===== src/rtl/core/qpv_pkg.sv =====
// Shared constants, types and the quadrature transition decode for the
// position/velocity block. No dependencies.
`default_nettype none

package qpv_pkg;

  localparam int CPR_W     = 16;
  localparam int ELAPSED_W = 16;
  localparam int COUNT_W   = 16;
  localparam int ANGLE_W   = 15;
  localparam int SPEED_W   = 32;
  localparam int TIME_W    = 32;

  // Shared multiplier operand widths and product width.
  localparam int MUL_A_W = 16;
  localparam int MUL_B_W = 31;
  localparam int PROD_W  = MUL_A_W + MUL_B_W;

  // Shared divider: remainder, dividend/quotient shift register, step counter.
  localparam int DIV_REM_W  = 32;
  localparam int DIV_NUM_W  = 36;
  localparam int DIV_STEP_W = 6;

  // Quotient bits needed for the angle and the speed divisions.
  localparam logic [DIV_STEP_W-1:0] ANGLE_STEPS = DIV_STEP_W'(ANGLE_W);
  localparam logic [DIV_STEP_W-1:0] SPEED_STEPS = DIV_STEP_W'(DIV_NUM_W);

  // 2*pi in Q28 and microseconds per second.
  localparam logic [MUL_B_W-1:0] TWO_PI_Q28 = 31'd1686629713;
  localparam logic [MUL_B_W-1:0] US_PER_S   = 31'd1000000;

  localparam logic [CPR_W-1:0] CPR_RESET = 16'd1024;

  // Count step codes.
  localparam logic [1:0] STEP_NONE = 2'd0;
  localparam logic [1:0] STEP_UP   = 2'd1;
  localparam logic [1:0] STEP_DOWN = 2'd2;

  typedef struct packed {
    logic                  start;
    logic [DIV_REM_W-1:0]  rem_init;
    logic [DIV_NUM_W-1:0]  num_init;
    logic [DIV_REM_W-1:0]  den;
    logic [DIV_STEP_W-1:0] steps;
  } div_cmd_t;

  // x4 decode: index is {last pair, new pair}; Gray order 0,1,3,2 counts up.
  function automatic logic [1:0] step_code(input logic [3:0] idx);
    logic [1:0] code;
    unique case (idx) inside
      4'd1, 4'd7, 4'd8, 4'd14:  code = STEP_UP;
      4'd2, 4'd4, 4'd11, 4'd13: code = STEP_DOWN;
      default:                  code = STEP_NONE;
    endcase
    return code;
  endfunction

endpackage

`default_nettype wire


===== src/rtl/core/qpv_if.sv =====
// Valid/ready channel interfaces for encoder samples and decoded results.
// Depends on qpv_pkg.
`default_nettype none

interface qpv_in_if;
  logic                           valid;
  logic                           ready;
  logic                           phase_a;
  logic                           phase_b;
  logic [qpv_pkg::ELAPSED_W-1:0]  elapsed_us;

  modport source (output valid, output phase_a, output phase_b, output elapsed_us,
                  input ready);
  modport sink   (input valid, input phase_a, input phase_b, input elapsed_us,
                  output ready);
endinterface

interface qpv_out_if;
  logic                                valid;
  logic                                ready;
  logic        [qpv_pkg::COUNT_W-1:0]  count;
  logic        [qpv_pkg::ANGLE_W-1:0]  angle_q12;
  logic signed [qpv_pkg::SPEED_W-1:0]  speed_q12;
  logic                                moved;

  modport source (output valid, output count, output angle_q12, output speed_q12,
                  output moved, input ready);
  modport sink   (input valid, input count, input angle_q12, input speed_q12,
                  input moved, output ready);
endinterface

`default_nettype wire


===== src/rtl/core/quadrature_position_velocity.sv =====
// Top level of the x4 quadrature position and velocity decoder.
// Depends on qpv_pkg, qpv_if (qpv_in_if, qpv_out_if) and qpv_div.
`default_nettype none

// Each sample beat carries the A/B phase levels and the microseconds since the
// previous sample; each one gives exactly one result beat with the wrapped
// count, the shaft angle (unsigned Q3.12 rad), the last velocity (signed Q12
// rad/s, saturated) and a moved flag. The first sample after reset only
// latches the phases. A sample with no phase change goes from idle to the done
// state, then to the output register; one that moves the shaft also uses one
// shared 16x31 multiplier and one shared restoring divider (15 steps for the
// angle, 36 for the velocity). The sample side is ready only while the
// sequencer is idle; a finished result sits in the output register and
// does not block the next sample from being taken. The user must write
// counts_per_rev via cfg_we/cfg_wdata only while idle (unenforced); zero is one.
module quadrature_position_velocity (
  input  wire logic                        clk,
  input  wire logic                        rst,
  input  wire logic                        cfg_we,
  input  wire logic [qpv_pkg::CPR_W-1:0]   cfg_wdata,
  qpv_in_if.sink                           sample,
  qpv_out_if.source                        result
);
  import qpv_pkg::*;

  localparam logic [2:0] S_IDLE     = 3'd0;
  localparam logic [2:0] S_ANG_MUL  = 3'd1;
  localparam logic [2:0] S_ANG_LOAD = 3'd2;
  localparam logic [2:0] S_ANG_DIV  = 3'd3;
  localparam logic [2:0] S_SPD_MUL  = 3'd4;
  localparam logic [2:0] S_SPD_LOAD = 3'd5;
  localparam logic [2:0] S_SPD_DIV  = 3'd6;
  localparam logic [2:0] S_DONE     = 3'd7;

  localparam logic [SPEED_W-1:0] SPEED_MAX = {1'b0, {(SPEED_W-1){1'b1}}};
  localparam logic [SPEED_W-1:0] SPEED_MIN = {1'b1, {(SPEED_W-1){1'b0}}};

  logic [2:0]           state;
  logic [CPR_W-1:0]     cpr;
  logic [1:0]           last_phases;
  logic                 primed;
  logic [COUNT_W-1:0]   count;
  logic [ANGLE_W-1:0]   angle;
  logic [SPEED_W-1:0]   speed;
  logic [TIME_W-1:0]    taccum;
  logic                 moved;
  logic                 dang_neg;
  logic [ANGLE_W-1:0]   dang_abs;
  logic [PROD_W-1:0]    prod;

  logic                 out_valid;
  logic [COUNT_W-1:0]   out_count;
  logic [ANGLE_W-1:0]   out_angle;
  logic [SPEED_W-1:0]   out_speed;
  logic                 out_moved;

  logic                 accept;
  logic [1:0]           pair;
  logic [CPR_W-1:0]     cpr_eff;
  logic [TIME_W:0]      accum_sum;
  logic [TIME_W-1:0]    accum_sat;
  logic [1:0]           step;
  logic [COUNT_W:0]     count_step;
  logic [COUNT_W-1:0]   count_next;
  logic [MUL_A_W-1:0]   mul_a;
  logic [MUL_B_W-1:0]   mul_b;
  logic [PROD_W:0]      ang_num;
  logic [DIV_NUM_W-1:0] spd_num;
  logic [ANGLE_W-1:0]   angle_new;
  logic [ANGLE_W:0]     dang;
  logic [DIV_NUM_W-1:0] q;
  logic [SPEED_W-1:0]   speed_div;
  logic                 div_busy;
  div_cmd_t             div_cmd;

  assign accept  = sample.valid && sample.ready;
  assign pair    = {sample.phase_b, sample.phase_a};
  assign cpr_eff = (cpr == '0) ? CPR_W'(1) : cpr;

  // Saturating time accumulation.
  assign accum_sum = {1'b0, taccum} + (TIME_W+1)'(sample.elapsed_us);
  assign accum_sat = accum_sum[TIME_W] ? {TIME_W{1'b1}} : accum_sum[TIME_W-1:0];

  // Count update with wrap: below zero goes to counts_per_rev, above goes to 0.
  assign step = step_code({last_phases, pair});
  always_comb begin
    count_step = {1'b0, count};
    case (step)
      STEP_UP:   count_step = {1'b0, count} + 1'b1;
      STEP_DOWN: count_step = {1'b0, count} - 1'b1;
      default:   count_step = {1'b0, count};
    endcase
    if (step == STEP_DOWN && count == '0) begin
      count_next = cpr_eff;
    end else if (count_step > {1'b0, cpr_eff}) begin
      count_next = '0;
    end else begin
      count_next = count_step[COUNT_W-1:0];
    end
  end

  // Shared multiplier: count*2pi for the angle, |delta angle|*1e6 for speed.
  assign mul_a = (state == S_SPD_MUL) ? MUL_A_W'(dang_abs) : count;
  assign mul_b = (state == S_SPD_MUL) ? US_PER_S : TWO_PI_Q28;

  // Angle dividend with half-divisor rounding; speed dividend likewise.
  assign ang_num = {1'b0, prod} + ((PROD_W+1)'(cpr_eff) << 15);
  assign spd_num = prod[DIV_NUM_W-1:0] + DIV_NUM_W'(taccum[TIME_W-1:1]);

  // The angle quotient is below 2^15, so the dividend's top bits start as
  // the remainder and only 15 steps remain.
  always_comb begin
    div_cmd = '0;
    if (state == S_ANG_LOAD) begin
      div_cmd.start    = 1'b1;
      div_cmd.rem_init = DIV_REM_W'(ang_num[PROD_W:31]);
      div_cmd.num_init = {ang_num[30:16], {(DIV_NUM_W-15){1'b0}}};
      div_cmd.den      = DIV_REM_W'(cpr_eff);
      div_cmd.steps    = ANGLE_STEPS;
    end else if (state == S_SPD_LOAD && taccum != '0) begin
      div_cmd.start    = 1'b1;
      div_cmd.rem_init = '0;
      div_cmd.num_init = spd_num;
      div_cmd.den      = taccum;
      div_cmd.steps    = SPEED_STEPS;
    end
  end

  qpv_div u_div (
    .clk  (clk),
    .rst  (rst),
    .cmd  (div_cmd),
    .busy (div_busy),
    .quot (q)
  );

  assign angle_new = q[ANGLE_W-1:0];
  assign dang      = {1'b0, angle_new} - {1'b0, angle};

  // Round-half-away quotient, signed and saturated.
  always_comb begin
    if (dang_neg) begin
      speed_div = (q > DIV_NUM_W'(SPEED_MIN)) ? SPEED_MIN : -q[SPEED_W-1:0];
    end else begin
      speed_div = (q > DIV_NUM_W'(SPEED_MAX)) ? SPEED_MAX : q[SPEED_W-1:0];
    end
  end

  // Sequencer.
  always_ff @(posedge clk) begin
    if (rst) begin
      state       <= S_IDLE;
      cpr         <= CPR_RESET;
      last_phases <= '0;
      primed      <= 1'b0;
      count       <= '0;
      angle       <= '0;
      speed       <= '0;
      taccum      <= '0;
      moved       <= 1'b0;
    end else begin
      if (cfg_we) begin
        cpr <= cfg_wdata;
      end
      unique case (state)
        S_IDLE: begin
          if (accept) begin
            moved <= 1'b0;
            state <= S_DONE;
            if (!primed) begin
              // First sample: latch the phases only.
              last_phases <= pair;
              primed      <= 1'b1;
            end else begin
              taccum <= accum_sat;
              if (pair != last_phases) begin
                count       <= count_next;
                last_phases <= pair;
                moved       <= 1'b1;
                state       <= S_ANG_MUL;
              end
            end
          end
        end
        S_ANG_MUL:  state <= S_ANG_LOAD;
        S_ANG_LOAD: state <= S_ANG_DIV;
        S_ANG_DIV: begin
          if (!div_busy) begin
            angle <= angle_new;
            state <= S_SPD_MUL;
          end
        end
        S_SPD_MUL:  state <= S_SPD_LOAD;
        S_SPD_LOAD: begin
          if (taccum == '0) begin
            // No elapsed time: pin to the rail by direction.
            if (dang_abs == '0) begin
              speed <= '0;
            end else begin
              speed <= dang_neg ? SPEED_MIN : SPEED_MAX;
            end
            state <= S_DONE;
          end else begin
            state <= S_SPD_DIV;
          end
        end
        S_SPD_DIV: begin
          if (!div_busy) begin
            speed  <= speed_div;
            taccum <= '0;
            state  <= S_DONE;
          end
        end
        S_DONE: begin
          if (!out_valid || result.ready) begin
            state <= S_IDLE;
          end
        end
        default: state <= S_IDLE;
      endcase
    end
  end

  // Angle delta and product registers.
  always_ff @(posedge clk) begin
    if (state == S_ANG_DIV && !div_busy) begin
      dang_neg <= dang[ANGLE_W];
      dang_abs <= dang[ANGLE_W] ? -dang[ANGLE_W-1:0] : dang[ANGLE_W-1:0];
    end
    if (state == S_ANG_MUL || state == S_SPD_MUL) begin
      prod <= mul_a * mul_b;
    end
  end

  // Output register: hold the result until the sink takes it.
  always_ff @(posedge clk) begin
    if (rst) begin
      out_valid <= 1'b0;
    end else if (state == S_DONE && (!out_valid || result.ready)) begin
      out_valid <= 1'b1;
    end else if (result.ready) begin
      out_valid <= 1'b0;
    end
  end

  always_ff @(posedge clk) begin
    if (state == S_DONE && (!out_valid || result.ready)) begin
      out_count <= count;
      out_angle <= angle;
      out_speed <= speed;
      out_moved <= moved;
    end
  end

  assign sample.ready     = state == S_IDLE;
  assign result.valid     = out_valid;
  assign result.count     = out_count;
  assign result.angle_q12 = out_angle;
  assign result.speed_q12 = out_speed;
  assign result.moved     = out_moved;

endmodule

`default_nettype wire


===== src/rtl/core/qpv_div.sv =====
// Shared restoring divider, one quotient bit per cycle.
// Depends on qpv_pkg.
`default_nettype none

module qpv_div (
  input  wire logic                              clk,
  input  wire logic                              rst,
  input  wire qpv_pkg::div_cmd_t                 cmd,
  output logic                                   busy,
  output logic [qpv_pkg::DIV_NUM_W-1:0]          quot
);
  import qpv_pkg::*;

  logic [DIV_REM_W-1:0]  rem;
  logic [DIV_NUM_W-1:0]  numsh;
  logic [DIV_REM_W-1:0]  den;
  logic [DIV_STEP_W-1:0] left;

  logic [DIV_REM_W:0]    trial;
  logic [DIV_REM_W:0]    diff;
  logic                  ge;

  // Shift in the next dividend bit and try to subtract.
  assign trial = {rem, numsh[DIV_NUM_W-1]};
  assign ge    = trial >= {1'b0, den};
  assign diff  = trial - {1'b0, den};

  always_ff @(posedge clk) begin
    if (rst) begin
      left <= '0;
    end else if (cmd.start) begin
      left <= cmd.steps;
    end else if (left != '0) begin
      left <= left - 1'b1;
    end
  end

  always_ff @(posedge clk) begin
    if (cmd.start) begin
      rem   <= cmd.rem_init;
      numsh <= cmd.num_init;
      den   <= cmd.den;
    end else if (left != '0) begin
      rem   <= ge ? diff[DIV_REM_W-1:0] : trial[DIV_REM_W-1:0];
      numsh <= {numsh[DIV_NUM_W-2:0], ge};
    end
  end

  assign busy = left != '0;
  assign quot = numsh;

endmodule

`default_nettype wire

===== src/flat_wrapper.sv =====
// flat-port wrapper written by rule: the top's interface ports become plain ports
module quadrature_position_velocity_flat import qpv_pkg::*;
  (clk, rst, cfg_we, cfg_wdata, sample_valid, sample_phase_a, sample_phase_b, sample_elapsed_us, sample_ready, result_valid, result_count, result_angle_q12, result_speed_q12, result_moved, result_ready);
  qpv_in_if sample_i ();
  qpv_out_if result_i ();
  input  wire logic clk;
  input  wire logic rst;
  input  wire logic cfg_we;
  input  wire logic [qpv_pkg::CPR_W-1:0] cfg_wdata;
  input wire logic [$bits(sample_i.valid)-1:0] sample_valid;
  input wire logic [$bits(sample_i.phase_a)-1:0] sample_phase_a;
  input wire logic [$bits(sample_i.phase_b)-1:0] sample_phase_b;
  input wire logic [$bits(sample_i.elapsed_us)-1:0] sample_elapsed_us;
  output wire logic [$bits(sample_i.ready)-1:0] sample_ready;
  output wire logic [$bits(result_i.valid)-1:0] result_valid;
  output wire logic [$bits(result_i.count)-1:0] result_count;
  output wire logic [$bits(result_i.angle_q12)-1:0] result_angle_q12;
  output wire logic [$bits(result_i.speed_q12)-1:0] result_speed_q12;
  output wire logic [$bits(result_i.moved)-1:0] result_moved;
  input wire logic [$bits(result_i.ready)-1:0] result_ready;
  assign sample_i.valid = sample_valid;
  assign sample_i.phase_a = sample_phase_a;
  assign sample_i.phase_b = sample_phase_b;
  assign sample_i.elapsed_us = sample_elapsed_us;
  assign sample_ready = sample_i.ready;
  assign result_valid = result_i.valid;
  assign result_count = result_i.count;
  assign result_angle_q12 = result_i.angle_q12;
  assign result_speed_q12 = result_i.speed_q12;
  assign result_moved = result_i.moved;
  assign result_i.ready = result_ready;
  quadrature_position_velocity u_core (.clk(clk), .rst(rst), .cfg_we(cfg_we), .cfg_wdata(cfg_wdata), .sample(sample_i), .result(result_i));
endmodule

===== config.mk =====
export PLATFORM = sky130hd
export DESIGN_NAME = quadrature_position_velocity_flat
export DESIGN_NICKNAME = d
export VERILOG_FILES = /design/src/rtl/core/qpv_pkg.sv /design/src/rtl/core/qpv_if.sv /design/src/rtl/core/quadrature_position_velocity.sv /design/src/rtl/core/qpv_div.sv /design/src/flat_wrapper.sv
export SDC_FILE = /design/constraint.sdc
export NUM_CORES = 2
export LEC_CHECK = 0
export BUFFER_PORTS_ARGS = -buffer_cell sky130_fd_sc_hd__clkbuf_2
export CORE_ASPECT_RATIO = 0.8
export CORE_MARGIN = 2
export CORE_UTILIZATION = 40
export CTS_CLUSTER_DIAMETER = 150
export DETAILED_ROUTE_END_ITERATION = 10
export GPL_TIMING_DRIVEN = 0
export PLACE_DENSITY = 0.55
export SKIP_CTS_REPAIR_TIMING = 1
export SLEW_MARGIN = 20
export SYNTH_ARGS = -nofsm -noshare
export SYNTH_HDL_FRONTEND = slang
export SYNTH_SLANG_ARGS = --single-unit

===== constraint.sdc =====
create_clock -name clk -period 8.9 [get_ports clk]
set_input_delay 0.445 -clock clk [delete_from_list [all_inputs] [get_ports clk]]
set_output_delay 0.445 -clock clk [all_outputs]
set_load 0.02 [all_outputs]

==> out/results.txt <==
Synth Instances: 3299
Layout cell share with drive strength beyond 1: 7.14%
CP arrival: 8770 ps
WL final: 100000 um
LEAKAGE: 15.8 nW
Number of antenna violations at the first check in global routing: 1
Vias in the first global route: 23400
Buf/Inv on CP: 6
Worst slew pin tran: 1020 ps
Worst R2R Start: u_core.state[0]$_SDFFE_PP0P_
Global-route wire length before repair: 149000 um
XOR/XNOR Fraction of Synth Area: 5.17%
Top delay family on crit path: adder cells
HPWL Detailed: 79700 um
Vias per std cell: 5.56
Register area share after synthesis: 30.2%
Final #Nets: 4033
Endpoints failing setup: 0
Num CTS Buffers: 40
TritonCTS clock tree: yes
First drt pass iteration count: 7
VDD IR max: 0.179 mV
PD cells: 357 nW/um2
Die Y: 252 um
Seq cells post-synth: 352
Ys Warns: 0
Clock skew: 35.4 ps
Drt first-iter violations: 2750
RSZ-0062 raised after global routing: no
Source of the critical timing path: u_core.state[0]$_SDFFE_PP0P_
Synth Area in Simple Gates: 13.0%
Mapped Avg Cell Area: 9.34 um2
Vias: 25100
Setup CP Type: flip-flop to flip-flop
Worst Setup EP: u_core.prod[43]$_DFFE_PP_
Placed cell count: 4435
Area Overhead vs Synth: 11.2%
Initial Util: 40.2%
Main synth FF type: edfxtp_1
Largest net degree at the start of global routing: 46
Post-synthesis mux area share: 1.34%
R2R cell count: 27
Most frequent cells in the layout: inv_1 (420), ha_1 (345), nand2_1 (282)
Largest family of logic cells by synthesized area: adder cells
Distinct cell type count after synthesis: 89
Crit path max fanout: 10
Total GRT Usage: 25.0%
Status: complete, no violations
Port Buffers: 102
Worst Setup Start Kind: flip-flop
Dpl cell area: 32800 um2
Worst-Skew Late Latency: 590 ps
Cell count along the critical path: 27
Max clock buf depth: 3
Max-cap violations: 0
DIE AREA: 79300 um2
Fin Setup TNS: 0 ps
Crit-path max cell delay: 630 ps
Reg2Reg Capture Point: u_core.prod[43]$_DFFE_PP_
Finished Cell Area: 34300 um2
Routed len/inst: 22.2 um
Most common cell after layout, fill and taps aside: inv_1
Final Hold Vio Count: 0
Slowest-stage cell, CP: fa_1
RePlAce Congestion: 0.943
Period utilization: 95.3%
I/O pin count: 105
Final Power: 12.2 mW
Core area: 76600 um2
Final cell count without fillers: 4510
Clk sinks: 352
Hold Slack: 133 ps
Place WS: -71.0 ps
Residual DRC count: 0
H-tree levels: 2
Post-synth EDFFs: 227
Clock-pin slew on the worst setup and hold paths: 60 ps
FFs w/ async S/R, synth: 0%
Slew headroom: 31.5%
Die X: 314 um
Synthesized cell area: 30800 um2
Core Rows: 91
FMAX: 118 MHz
R2R setup slack: 420 ps
Compound-Gate Fraction of Synth Area: 16.5%
Overflow after GRT: 0
Worst Path Required: 9200 ps
Hold_sp: cfg_wdata[3]
CP endpoint kind: flip-flop
Final core utilization: 44.7%
Remaining antenna violation count after routing: 0
Slew Limit Fails: 0
Root Driver: clkbuf_16
Min Tclk post-route: 8480 ps
Hold WC Path Type: primary input to flip-flop
Worst Slack Setup Final: 423 ps
Adder-Cell Fraction of Synth Area: 26.7%
-- cells by family after synthesis --
family,Yosys count
AND/OR/NAND/NOR,837
AO/OA/AOI/OAI,800
buffers and inverters,545
adder cells (fa/ha/maj),540
flip-flops,352
XOR/XNOR,182
multiplexers,41
other,2
-- Yosys cell counts, drive strengths merged, types with 14 or more instances --
| cell | instances | area share, % |
|---|---|---|
| o22ai | 22 | 0.45 |
| o21ai | 217 | 3.5 |
| dfxtp | 125 | 8.1 |
| and3 | 27 | 0.55 |
| and2 | 25 | 0.51 |
| nor3 | 44 | 0.75 |
| xor2 | 72 | 2.0 |
| o21bai | 18 | 0.44 |
| o21a | 29 | 0.71 |
| clkbuf | 110 | 1.6 |
| inv | 420 | 5.1 |
| nand4 | 25 | 0.51 |
| or3 | 14 | 0.29 |
| nor2 | 200 | 2.4 |
| a21o | 75 | 1.9 |
| a211oi | 43 | 1.1 |
| nor2b | 30 | 0.61 |
| nand3 | 83 | 1.3 |
| a21oi | 193 | 3.1 |
| o211ai | 32 | 0.78 |
| a221oi | 17 | 0.48 |
| a31oi | 49 | 0.99 |
| edfxtp | 227 | 22 |
| fa | 195 | 13 |
| mux2i | 40 | 1.3 |
| ha | 345 | 14 |
| nand2b | 19 | 0.39 |
| nand2 | 286 | 3.5 |
| xnor2 | 110 | 3.1 |
| nor4 | 29 | 0.64 |
-- registers in the layout, indices dropped and copies added, names as in the netlist, 2 cells and up --
name / cells
u_core.u_div.quot: 36
u_core.u_div.rem: 32
u_core.result.angle_q12: 15
u_core.taccum: 32
u_core.last_phases: 2
u_core.cpr: 16
u_core.result.speed_q12: 32
u_core.state: 3
u_core.count: 16
u_core.u_div.left: 6
u_core.result.count: 16
u_core.angle: 15
u_core.speed: 32
u_core.prod: 47
u_core.u_div.den: 32
u_core.dang_abs: 15
-- area by class of cell --
| class | count | area [um2] |
|---|---|---|
| Inverter | 421 | 1580 |
| Multi-Input combinational cell | 2406 | 19400 |
| Fill cell | 7542 | 42400 |
| Sequential cell | 352 | 9320 |
| Timing Repair Buffer | 109 | 658 |
| Clock buffer | 60 | 1190 |
| Buffer | 124 | 606 |
| Clock inverter | 14 | 229 |
| Antenna cell | 1 | 2.50 |
| Tap cell | 1023 | 1280 |
-- routing by layer --
layer  GRT usage (%)  share of wire, %
met4            5.14               1.9
met5               0                 0
met3            4.41               8.9
met1            38.7                48
met2            35.9                41
-- where the power goes --
group | switching [mW] | internal (mW)
registers | 0.582 | 2.58
logic | 4.50 | 2.75
clock network | 0.727 | 1.08
total | 5.81 | 6.41
-- tightest hold or removal path: stages --
cell	delay (ps)
clkbuf_2	100
mux2i_1	60
nor2_1	70
-- worst min path at each step --
stage / endpoint / cells after the start
2_1_floorplan: u_core.result.speed_q12[10]$_DFFE_PP_ / 0
3_3_place_gp: u_core.result.speed_q12[3]$_DFFE_PP_ / 0
3_5_place_dp: u_core.result.speed_q12[2]$_DFFE_PP_ / 0
4_1_cts: u_core.cpr[1]$_SDFFE_PP0P_ / 3
5_1_grt: u_core.cpr[1]$_SDFFE_PP0P_ / 3
6_report: u_core.cpr[3]$_SDFFE_PP0P_ / 3
Note: power is estimated with default switching activity, not from simulation.
